**src/rtl/ssd_pkg.sv**
```systemverilog
// shared types, codes and segment table of the seven-segment display formatter
package ssd_pkg;

	localparam int DISPLAY_WORDS = 8;
	localparam int WORD_IDX_W    = 3;
	localparam int DEC_BITS      = 14;

	localparam logic [15:0] DEC_MAX   = 16'd9999;
	localparam logic [7:0]  BLANK_SEG = 8'h00;

	localparam logic [2:0] ACT_CLEAR   = 3'd0;
	localparam logic [2:0] ACT_DECIMAL = 3'd1;
	localparam logic [2:0] ACT_HEX     = 3'd2;
	localparam logic [2:0] ACT_ASCII   = 3'd3;
	localparam logic [2:0] ACT_MARKS   = 3'd4;
	localparam logic [2:0] ACT_FLUSH   = 3'd5;

	typedef struct packed {
		logic [2:0]  action;
		logic [15:0] value;
		logic [7:0]  char_0;
		logic [7:0]  char_1;
		logic [7:0]  char_2;
		logic [7:0]  char_3;
		logic [2:0]  marks;
	} item_t;

	typedef struct packed {
		logic [7:0] data_byte;
		logic       first;
		logic       last;
	} result_t;

	typedef struct packed {
		logic                  accept;
		logic                  conv_shift;
		logic                  conv_write;
		logic                  emit;
		logic                  emit_word;
		logic                  first;
		logic                  last;
		logic [WORD_IDX_W-1:0] word_idx;
	} cmd_t;

	function automatic logic [7:0] seg_of(input logic [3:0] code);
		logic [7:0] seg;
		case (code)
			4'h0: seg = 8'h3F;
			4'h1: seg = 8'h06;
			4'h2: seg = 8'h5B;
			4'h3: seg = 8'h4F;
			4'h4: seg = 8'h66;
			4'h5: seg = 8'h6D;
			4'h6: seg = 8'h7D;
			4'h7: seg = 8'h07;
			4'h8: seg = 8'h7F;
			4'h9: seg = 8'h6F;
			4'hA: seg = 8'h77;
			4'hB: seg = 8'h7C;
			4'hC: seg = 8'h39;
			4'hD: seg = 8'h5E;
			4'hE: seg = 8'h79;
			default: seg = 8'h71;
		endcase
		return seg;
	endfunction

endpackage

```
**src/rtl/seven_segment_display_formatter.sv**
```systemverilog
// top level of the seven-segment display formatter
//
// usage
// - an item is taken at a rising edge with start high and busy low; it carries
//   an action and its operands (value, four characters, marks)
// - clear, hex, ascii and marks update the display store at that edge; busy
//   stays low, so the next item may follow in the next cycle
// - decimal saturates to 9999 and runs a shift-and-add-three converter, one
//   bit per cycle over 14 bits, then a digit write; busy through both
// - flush sends 1 + 2*DISPLAY_WORDS bytes (17 by default): the address byte,
//   then low and high byte of each store word; busy while the controller
//   counts them out, one byte a cycle set by the byte counter in the controller
// - the first byte passes the state register, then the output byte and strobe
//   registers, and is flagged by first; last marks the final byte; the next
//   flush item can be taken once the controller has left the flush state
//   after emitting its last byte
// - each byte is on result for exactly one cycle while strobe is high; the
//   receiver cannot stall, so it must take every strobed byte
// - actions six and seven are taken and ignored
// - reset clears the store to all zero and returns the controller to idle
module seven_segment_display_formatter #(
	parameter int DISPLAY_WORDS = ssd_pkg::DISPLAY_WORDS
) (
	input  logic             clk,
	input  logic             arst_n,
	input  logic             start,
	input  ssd_pkg::item_t   item,
	output logic             busy,
	output logic             strobe,
	output ssd_pkg::result_t result
);

	// command bundle from the controller to the datapath
	ssd_pkg::cmd_t cmd;

	// sequencing: idle, conversion steps, digit write, flush bytes
	ssd_ctrl #(
		.DisplayWords(DISPLAY_WORDS)
	) u_ctrl (
		.clk   (clk),
		.arst_n(arst_n),
		.start (start),
		.action(item.action),
		.busy  (busy),
		.strobe(strobe),
		.cmd   (cmd)
	);

	// store, segment mapping, bcd converter and output byte register
	ssd_datapath #(
		.DisplayWords(DISPLAY_WORDS)
	) u_datapath (
		.clk   (clk),
		.arst_n(arst_n),
		.item  (item),
		.cmd   (cmd),
		.result(result)
	);

`ifndef SYNTHESIS
	// a flush keeps the block busy right after it is taken
	a_flush_busy: assert property (@(posedge clk) disable iff (!arst_n)
		(start && !busy && item.action == ssd_pkg::ACT_FLUSH) |=> busy)
		else $error("flush taken but block not busy");

	// the opening address byte, flagged by first, follows a flush that is taken
	a_flush_first: assert property (@(posedge clk) disable iff (!arst_n)
		(start && !busy && item.action == ssd_pkg::ACT_FLUSH) |-> ##2 (strobe && result.first))
		else $error("flush did not open with the address byte");

	// bytes of one transfer come without gaps until the last
	a_no_gap: assert property (@(posedge clk) disable iff (!arst_n)
		(strobe && !result.last) |=> strobe)
		else $error("gap inside a flush transfer");

	// a transfer ends with a quiet cycle after the last byte
	a_end_quiet: assert property (@(posedge clk) disable iff (!arst_n)
		(strobe && result.last) |=> !strobe)
		else $error("byte strobed right after the last byte");

	// bytes before the last only appear while the flush is still running
	a_strobe_busy: assert property (@(posedge clk) disable iff (!arst_n)
		(strobe && !result.last) |-> busy)
		else $error("flush byte strobed while idle");
`endif

endmodule

```
**src/rtl/ssd_datapath.sv**
```systemverilog
// display store, decimal converter and output byte register
module ssd_datapath #(
	parameter int DisplayWords = ssd_pkg::DISPLAY_WORDS
) (
	input  logic            clk,
	input  logic            arst_n,
	input  ssd_pkg::item_t  item,
	input  ssd_pkg::cmd_t   cmd,
	output ssd_pkg::result_t result
);

	localparam int IdxW = $clog2(DisplayWords);

	logic [7:0]                      words_q [DisplayWords];
	logic [ssd_pkg::DEC_BITS-1:0]    bin_q;
	logic [15:0]                     bcd_q;
	logic [15:0]                     bcd_adj;
	logic [15:0]                     sat_value;
	logic [3:0]                      dig [4];
	logic                            blank0;
	logic                            put_en;
	logic                            mark_en;
	logic                            clear_en;
	logic [7:0]                      mark_word;
	ssd_pkg::result_t                result_q;

	assign sat_value = (item.value > ssd_pkg::DEC_MAX) ? ssd_pkg::DEC_MAX : item.value;

	// add three to every bcd digit of five or more before the shift
	always_comb begin
		for (int i = 0; i < 4; i++) begin
			bcd_adj[4*i +: 4] = (bcd_q[4*i +: 4] >= 4'd5) ? bcd_q[4*i +: 4] + 4'd3
			                                               : bcd_q[4*i +: 4];
		end
	end

	assign mark_word = {4'b0000, item.marks[0], item.marks[1], item.marks[2], 1'b0};

	always_comb begin
		dig[0]   = bcd_q[15:12];
		dig[1]   = bcd_q[11:8];
		dig[2]   = bcd_q[7:4];
		dig[3]   = bcd_q[3:0];
		blank0   = 1'b0;
		put_en   = 1'b0;
		mark_en  = 1'b0;
		clear_en = 1'b0;
		if (cmd.conv_write) begin
			put_en = 1'b1;
		end else if (cmd.accept) begin
			unique case (item.action)
				ssd_pkg::ACT_CLEAR: begin
					clear_en = 1'b1;
				end
				ssd_pkg::ACT_HEX: begin
					put_en = 1'b1;
					dig[0] = item.value[15:12];
					dig[1] = item.value[11:8];
					dig[2] = item.value[7:4];
					dig[3] = item.value[3:0];
				end
				ssd_pkg::ACT_ASCII: begin
					put_en = 1'b1;
					dig[0] = item.char_0[3:0];
					dig[1] = item.char_1[3:0];
					dig[2] = item.char_2[3:0];
					dig[3] = item.char_3[3:0];
					// midnight correction, else blank a leading zero
					if (item.char_0[3:0] == 4'd0 && item.char_1[3:0] == 4'd0) begin
						dig[0] = 4'd1;
						dig[1] = 4'd2;
					end else if (item.char_0[3:0] == 4'd0) begin
						blank0 = 1'b1;
					end
				end
				ssd_pkg::ACT_MARKS: begin
					mark_en = 1'b1;
				end
				default: begin
				end
			endcase
		end
	end

	always_ff @(posedge clk or negedge arst_n) begin
		if (!arst_n) begin
			for (int i = 0; i < DisplayWords; i++) begin
				words_q[i] <= 8'h00;
			end
		end else if (clear_en) begin
			for (int i = 0; i < DisplayWords; i++) begin
				words_q[i] <= 8'h00;
			end
		end else begin
			if (put_en) begin
				words_q[0] <= blank0 ? ssd_pkg::BLANK_SEG : ssd_pkg::seg_of(dig[0]);
				words_q[1] <= ssd_pkg::seg_of(dig[1]);
				words_q[3] <= ssd_pkg::seg_of(dig[2]);
				words_q[4] <= ssd_pkg::seg_of(dig[3]);
			end
			if (mark_en) begin
				words_q[2] <= mark_word;
			end
		end
	end

	always_ff @(posedge clk) begin
		if (cmd.accept && item.action == ssd_pkg::ACT_DECIMAL) begin
			bin_q <= sat_value[ssd_pkg::DEC_BITS-1:0];
			bcd_q <= 16'h0000;
		end else if (cmd.conv_shift) begin
			bcd_q <= {bcd_adj[14:0], bin_q[ssd_pkg::DEC_BITS-1]};
			bin_q <= {bin_q[ssd_pkg::DEC_BITS-2:0], 1'b0};
		end
	end

	always_ff @(posedge clk) begin
		if (cmd.emit) begin
			result_q.data_byte <= cmd.emit_word ? words_q[cmd.word_idx[IdxW-1:0]] : 8'h00;
			result_q.first     <= cmd.first;
			result_q.last      <= cmd.last;
		end
	end

	assign result = result_q;

endmodule

```
**src/rtl/ssd_ctrl.sv**
```systemverilog
// controller state machine: decimal conversion sequencing and flush byte count
module ssd_ctrl #(
	parameter int DisplayWords = ssd_pkg::DISPLAY_WORDS
) (
	input  logic          clk,
	input  logic          arst_n,
	input  logic          start,
	input  logic [2:0]    action,
	output logic          busy,
	output logic          strobe,
	output ssd_pkg::cmd_t cmd
);

	localparam int LastIdx = 2 * DisplayWords;
	localparam int CntMax  = (LastIdx > ssd_pkg::DEC_BITS - 1) ? LastIdx
	                                                           : ssd_pkg::DEC_BITS - 1;
	localparam int CntW    = $clog2(CntMax + 1);

	typedef enum logic [1:0] {
		ST_IDLE,
		ST_CONVERT,
		ST_WRITE,
		ST_FLUSH
	} state_t;

	state_t          state_q;
	logic [CntW-1:0] cnt_q;
	logic            strobe_q;

	always_ff @(posedge clk or negedge arst_n) begin
		if (!arst_n) begin
			state_q  <= ST_IDLE;
			cnt_q    <= '0;
			strobe_q <= 1'b0;
		end else begin
			strobe_q <= (state_q == ST_FLUSH);
			unique case (state_q)
				ST_IDLE: begin
					cnt_q <= '0;
					if (start) begin
						unique case (action)
							ssd_pkg::ACT_DECIMAL: state_q <= ST_CONVERT;
							ssd_pkg::ACT_FLUSH:   state_q <= ST_FLUSH;
							default:              state_q <= ST_IDLE;
						endcase
					end
				end
				ST_CONVERT: begin
					if (cnt_q == CntW'(ssd_pkg::DEC_BITS - 1)) begin
						state_q <= ST_WRITE;
						cnt_q   <= '0;
					end else begin
						cnt_q <= cnt_q + 1'b1;
					end
				end
				ST_WRITE: begin
					state_q <= ST_IDLE;
				end
				ST_FLUSH: begin
					if (cnt_q == CntW'(LastIdx)) begin
						state_q <= ST_IDLE;
						cnt_q   <= '0;
					end else begin
						cnt_q <= cnt_q + 1'b1;
					end
				end
				default: begin
					state_q <= ST_IDLE;
				end
			endcase
		end
	end

	assign busy   = (state_q != ST_IDLE);
	assign strobe = strobe_q;

	// odd byte numbers carry a store word, even ones the address or a zero high byte
	always_comb begin
		cmd            = '0;
		cmd.accept     = start && (state_q == ST_IDLE);
		cmd.conv_shift = (state_q == ST_CONVERT);
		cmd.conv_write = (state_q == ST_WRITE);
		cmd.emit       = (state_q == ST_FLUSH);
		cmd.emit_word  = cnt_q[0];
		cmd.first      = (state_q == ST_FLUSH) && (cnt_q == '0);
		cmd.last       = (state_q == ST_FLUSH) && (cnt_q == CntW'(LastIdx));
		cmd.word_idx   = ssd_pkg::WORD_IDX_W'(cnt_q >> 1);
	end

endmodule

```
**config.mk**
```make
export PLATFORM = sky130hd
export DESIGN_NAME = seven_segment_display_formatter
export DESIGN_NICKNAME = d
export VERILOG_FILES = /design/src/rtl/ssd_pkg.sv /design/src/rtl/seven_segment_display_formatter.sv /design/src/rtl/ssd_datapath.sv /design/src/rtl/ssd_ctrl.sv
export SDC_FILE = /design/constraint.sdc
export NUM_CORES = 1
export LEC_CHECK = 0
export BUFFER_PORTS_ARGS = -buffer_cell sky130_fd_sc_hd__buf_2
export CORE_AREA = 3 3 119 121
export CTS_CLUSTER_DIAMETER = 30
export DETAILED_ROUTE_END_ITERATION = 12
export DIE_AREA = 0 0 122 124
export GPL_TIMING_DRIVEN = 1
export SLEW_MARGIN = 10
export SYNTH_ARGS = -nofsm -noshare
export SYNTH_HDL_FRONTEND = slang
export SYNTH_HIERARCHICAL = 1
export SYNTH_SLANG_ARGS = --single-unit
```
**constraint.sdc**
```tcl
create_clock -name clk -period 3.7 [get_ports clk]
set_input_delay 0.74 -clock clk [delete_from_list [all_inputs] [get_ports clk]]
set_output_delay 0.74 -clock clk [all_outputs]
set_load 0.02 [all_outputs]
```
Word level (Yosys, flattened, before mapping)
Memories as Yosys holds them, arrays and structs flattened.
Cells that the tools add are included.
{ "classes": {"n_mux": 41, "n_reduce_logical": 17, "n_bitwise": 1, "n_eq_ne": 13, "order_cmp": 6, "add_sub_neg": 5} }
{ "op_table": {"columns": ["op", "n"], "rows": [
  ["16-bit 2-to-1 mux", 4],
  ["14-bit 2-to-1 mux", 3],
  ["40-bit 2-to-1 mux", 1],
  ["8-bit 2-to-1 mux", 5],
  ["16-bit one-hot mux with 2 select lines", 1],
  ["8-bit binary-select mux with 3-bit select", 1],
  ["4-bit by 3-bit >= comparator with 1-bit output, second input constant", 4],
  ["16-bit by 14-bit > comparator with 1-bit output, second input constant", 1],
  ["5-bit one-hot mux with 3 select lines", 1],
  ["1-bit 2-to-1 mux", 14],
  ["4-bit by 2-bit adder with 4-bit output, second input constant", 3],
  ["4-bit 2-to-1 mux", 3],
  ["5-bit 2-to-1 mux", 2],
  ["4-bit logical NOT", 2],
  ["2-bit one-hot mux with 4 select lines", 1],
  ["2-bit nonzero test", 4],
  ["3-bit by 2-bit equality test with 1-bit output, second input constant", 2],
  ["3-bit equality test, second input constant", 2],
  ["2-bit 2-to-1 mux", 3],
  ["5-bit by 1-bit adder with 5-bit output, second input constant", 1],
  ["5-bit by 4-bit equality test with 1-bit output, second input constant", 1],
  ["5-bit equality test, second input constant", 1],
  ["1-bit logical AND", 5],
  ["5-bit logical NOT", 1],
  ["15 further kinds", 17]
]} }
{ "word_totals": {"out_inout_bits": 12, "reg_bits": 88, "elab_cells": 100, "mem_bits_ro": 448, "input_bits": 57, "mem_count": 4} }
{ "memory_table": {"columns": ["name", "depth", "word_bits", "rd", "rd_ports_with_merged_regs", "wr", "line", "source"], "rows": [
  ["(name not given)", 16, 7, 1, 0, 0, "ssd_pkg.sv:47", "case (code)"],
  ["(name not given)", 16, 7, 1, 0, 0, "ssd_pkg.sv:47", null],
  ["(name not given)", 16, 7, 1, 0, 0, "ssd_pkg.sv:47", null],
  ["(name not given)", 16, 7, 1, 0, 0, "ssd_pkg.sv:47", null]
]} }

Depth between registers and ports, before layout
An unclocked memory read counts as a cell.
{ "depth": {"ltp_word": 10, "mapped_depth": 13, "depth_no_buf": 10} }

Hierarchy
The synthesis kept the hierarchy.
{ "by_module_without_submodules": {"columns": ["module", "instances", "area_each_um2", "seq_area_each_um2", "cells_per_inst"], "rows": [
  ["ssd_datapath", 1, 4745.8, 1786.7, 506],
  ["ssd_ctrl", 1, 526.8, 200.2, 57]
]} }

Least setup slack after synthesis
OpenSTA, ideal clock, no wires.
{ "synth_path": {"path_type": "input -> register", "start": "input port start", "end": "register u_datapath/words_q[58] (netlist bit)", "setup_time_ps": 121, "t_arrival_ps": 2723, "cell_stages": 13, "required_ps": 3579, "path_buffers": 3, "slack_ps": 856, "path_cell_list": "inv_1 > nor2_1 > and4bb_1 > buf_6 > buf_12 > buf_6 > nor2_1 > a21oi_1 > inv_1 > ha_1 > nor3_1 > a31oi_1 > a22o_1"} }
{ "synth_lines": {"columns": ["element", "line", "source"], "rows": [
  ["from (decl)", "seven_segment_display_formatter.sv:26", "input logic start,"],
  ["to (decl)", "ssd_datapath.sv:14", "logic [7:0] words_q [DisplayWords];"]
]} }

==> impl_results.md <==
* Worst slew margin at 0.4158
* Synth Flop Type: dfrtp_1
* Hold buffer count at CTS at 0
* Clock sinks at 78
* IO buf count at 51
* Hold Vio Cnt, Final at 0
* RSZ-0062 raised after global routing: no
* Ranking of synthesized cells by area: dfrtp_1 (19%), edfxtp_1 (13%), ha_1 (7.8%)
* WP data required at 3910 ps
* Setup crit end kind: flop
* Die H at 124 um
* Ant. Diodes at 0
* Die area at 15130 um2
* Post-Place Worst Slack at 625.0 ps
* Outcome: finished clean
* Detailed-router iteration count before antenna repair at 5
* CTS tree: yes
* Cell Rows at 42
* Critical path class: flop to flop
* First-pass GRT wire length at 20.83 mm
* CP Max Fanout at 17
* Synth Cell Area at 5273 um2
* Pin count of the biggest net entering global routing at 40
* Crit path launch type: flop
* Post-synth net total at 653
* Final Critical Period at 2922 ps
* Via Count at 4259
* Post-synth EDFFs at 23
* Power Total at 4.855 mW
* Number of global-route vias before repair at 4262
* Grt ovf at 0
* DRC at 0
* Antenna Nets Post-Route at 0
* Synth Instances at 563
* Setup TNS at 0 ps
* Mean Syn Cell Area at 9.365 um2
* CTS Buffer Depth at 2
* CP peak stage delay at 420 ps
* PD cells at 819.7 nW/um2
* Sequential-to-total area share from yosys stat at 0.3768
* Iteration-0 DRC Markers at 279
* Clk_skew at 7.594 ps
* Ys Warns at 6
* Initial antenna violation count at 0
* Nets at 696
* Post-CTS setup buffers at 0
* Max-slew violations at 0
* Inst Count DP at 771
* Final worst slack at 778.3 ps
* Core area at 13190 um2
* CP top delay family: compound AO/OA/AOI/OAI gates
* # IOs at 69
* Total Wirelength at 12.37 mm
* Skew-Pair Late Insertion Delay at 350 ps
* Fin crit share at 0.7896
* Placer congestion estimate at 0.8224
* Area Growth Syn to Fin at 12.34%
* GR Util All Layers at 0.1749
* Leak at 2.529 nW
* Largest area contributor in the netlist: dfrtp_1
* Die X at 122 um
* Worst-path clk slew at 60 ps
* Via/cell ratio at 5.412
* Proportion of layout cells with a drive suffix above 1 at 0.1833
* Worst slew pin tran at 876.3 ps
* Htree depth at 3
* Detail Placement HPWL at 9.234 mm
* Cts repair resizes at 0
* Async SR Flop Fraction at 0.5000
* Finished Layout Cells at 787
* Top cell type's share of synthesized area at 0.1851
* Setup violators final at 0
* Max Cap Viol at 0
* Cell Chain, Critical Path: nand2b_1, inv_2, and4bb_1, buf_4, o22ai_1, inv_1, ha_1, nor2_1, o32ai_1, o21ai_1
* Hold Path Class: flop to flop
* Number of CTS-inserted buffers at 9
* Worst VDD drop at 0.3547 mV
* CP arrival at 3130 ps
* Routed length per instance at 15.72 um
* Fmax at 342.3 MHz
* CP max-delay cell: o22ai_1
* Unique masters post-synth at 61
* CP bufs+invs at 3
* CTS root buf: clkbuf_16
* FF+latch count, synth at 78
* Starting density of the core at 0.3997
routing by layer:
| metal | wire (um) | share of wire | track usage |
|---|---|---|---|
| met3 | 596 | 0.048 | 0.04269 |
| met1 | 5827 | 0.47 | 0.2266 |
| met4 | 262 | 0.021 | 0.06232 |
| met2 | 5682 | 0.46 | 0.2856 |
| met5 | 0 | 0 | 0 |
cell usage after synthesis (12+ instances only):
master	instances
o21ai_0	36
nor2_1	38
dfrtp_1	39
clkbuf_1	14
edfxtp_1	23
ha_1	33
nand2_1	81
inv_1	23
dfxtp_1	16
nand3_1	27
a21oi_1	29
mux2_2	16
mux2i_1	25
o21ai_1	12
nand2b_1	19
through the flow:
stage / area [um2] / utilization / hold slack (ps)
6_report: 5923 / 0.4491 / 475.9
5_1_grt: 5923 / 0.4491 / 503.8
4_1_cts: 5923 / 0.4491 / 470.8
3_5_place_dp: 5648 / 0.4282 / 455.6
3_3_place_gp: 5648 / 0.4282 / 452.5
2_1_floorplan: 5273 / - / 433.5
state kept, by name, indices dropped and copies added (netlist names):
name,flops
u_ctrl/cnt_q,5
u_ctrl/state_q,2
u_ctrl/strobe,1
u_datapath/bcd_q,16
u_datapath/bin_q,14
u_datapath/result,9
u_datapath/words_q,31
layout make-up:
class	instances	area [um2]
Clock buffer	10	239.0
Clock inverter	6	36.28
Fill cell	1298	7267
Inverter	27	101.3
Multi-Input combinational cell	430	3017
Sequential cell	78	1987
Tap cell	176	220.2
Timing Repair Buffer	60	322.8
final timing paths:
path	from	to	slack, ps	cells after the start
hold / removal	u_datapath/words_q[34]$_DFFE_PN0P_	u_datapath/words_q[34]$_DFFE_PN0P_	480	2
setup reg to reg	u_ctrl/state_q[0]$_DFFE_PN0P_	u_datapath/words_q[49]$_DFFE_PN0P_	780	10
hold reg to reg	u_datapath/words_q[34]$_DFFE_PN0P_	u_datapath/words_q[34]$_DFFE_PN0P_	480	2
setup / recovery	u_ctrl/state_q[0]$_DFFE_PN0P_	u_datapath/words_q[49]$_DFFE_PN0P_	780	10
min in group asynchronous	arst_n	u_datapath/words_q[60]$_DFFE_PN0P_	510	1
max in group asynchronous	arst_n	u_datapath/words_q[35]$_DFFE_PN0P_	2630	1
worst reg2reg max path, delay by kind of cell (launching register included):
family          cells  cell delay (ps)
compound gates      3              880
flops               1              410
fa+ha+maj           1              330
simple gates        3              580
buf+inv             3              590
power breakdown:
part | internal, mW | switching [mW]
combinational | 1.03 | 1.35
clock | 0.469 | 0.352
sequential | 1.32 | 0.343
total | 2.81 | 2.04
cell families after synthesis:
logic type	Yosys count	share of synthesized area
fa+ha+maj	33	0.07831
compound gates	135	0.1659
simple gates	201	0.1858
flops	78	0.3768
mux	52	0.1270
xor+xnor	8	0.01329
other cells	1	0.0007112
buf+inv	55	0.05220
placed cells by master (no fill, tap or decap), drive strengths merged, types with 3 or more instances in the layout:
| cell type | count |
|---|---|
| xnor2 | 8 |
| buf | 60 |
| a31oi | 5 |
| ha | 33 |
| nand3 | 27 |
| o221ai | 5 |
| a22o | 12 |
| mux2i | 33 |
| o211ai | 4 |
| a21boi | 3 |
| nand2b | 19 |
| mux4 | 3 |
| and3 | 4 |
| dfrtp | 39 |
| inv | 28 |
| a211oi | 5 |
| mux2 | 16 |
| o311ai | 5 |
| a21oi | 30 |
| a32o | 3 |
| nand2 | 82 |
| clkbuf | 10 |
| nor4 | 4 |
| or3 | 3 |
| a21o | 5 |
| nand3b | 6 |
| dfxtp | 16 |
| nor2 | 38 |
| o21ai | 48 |
| nor3 | 4 |
| clkinv | 4 |
| edfxtp | 23 |
Note: power is estimated with default switching activity, not from simulation.
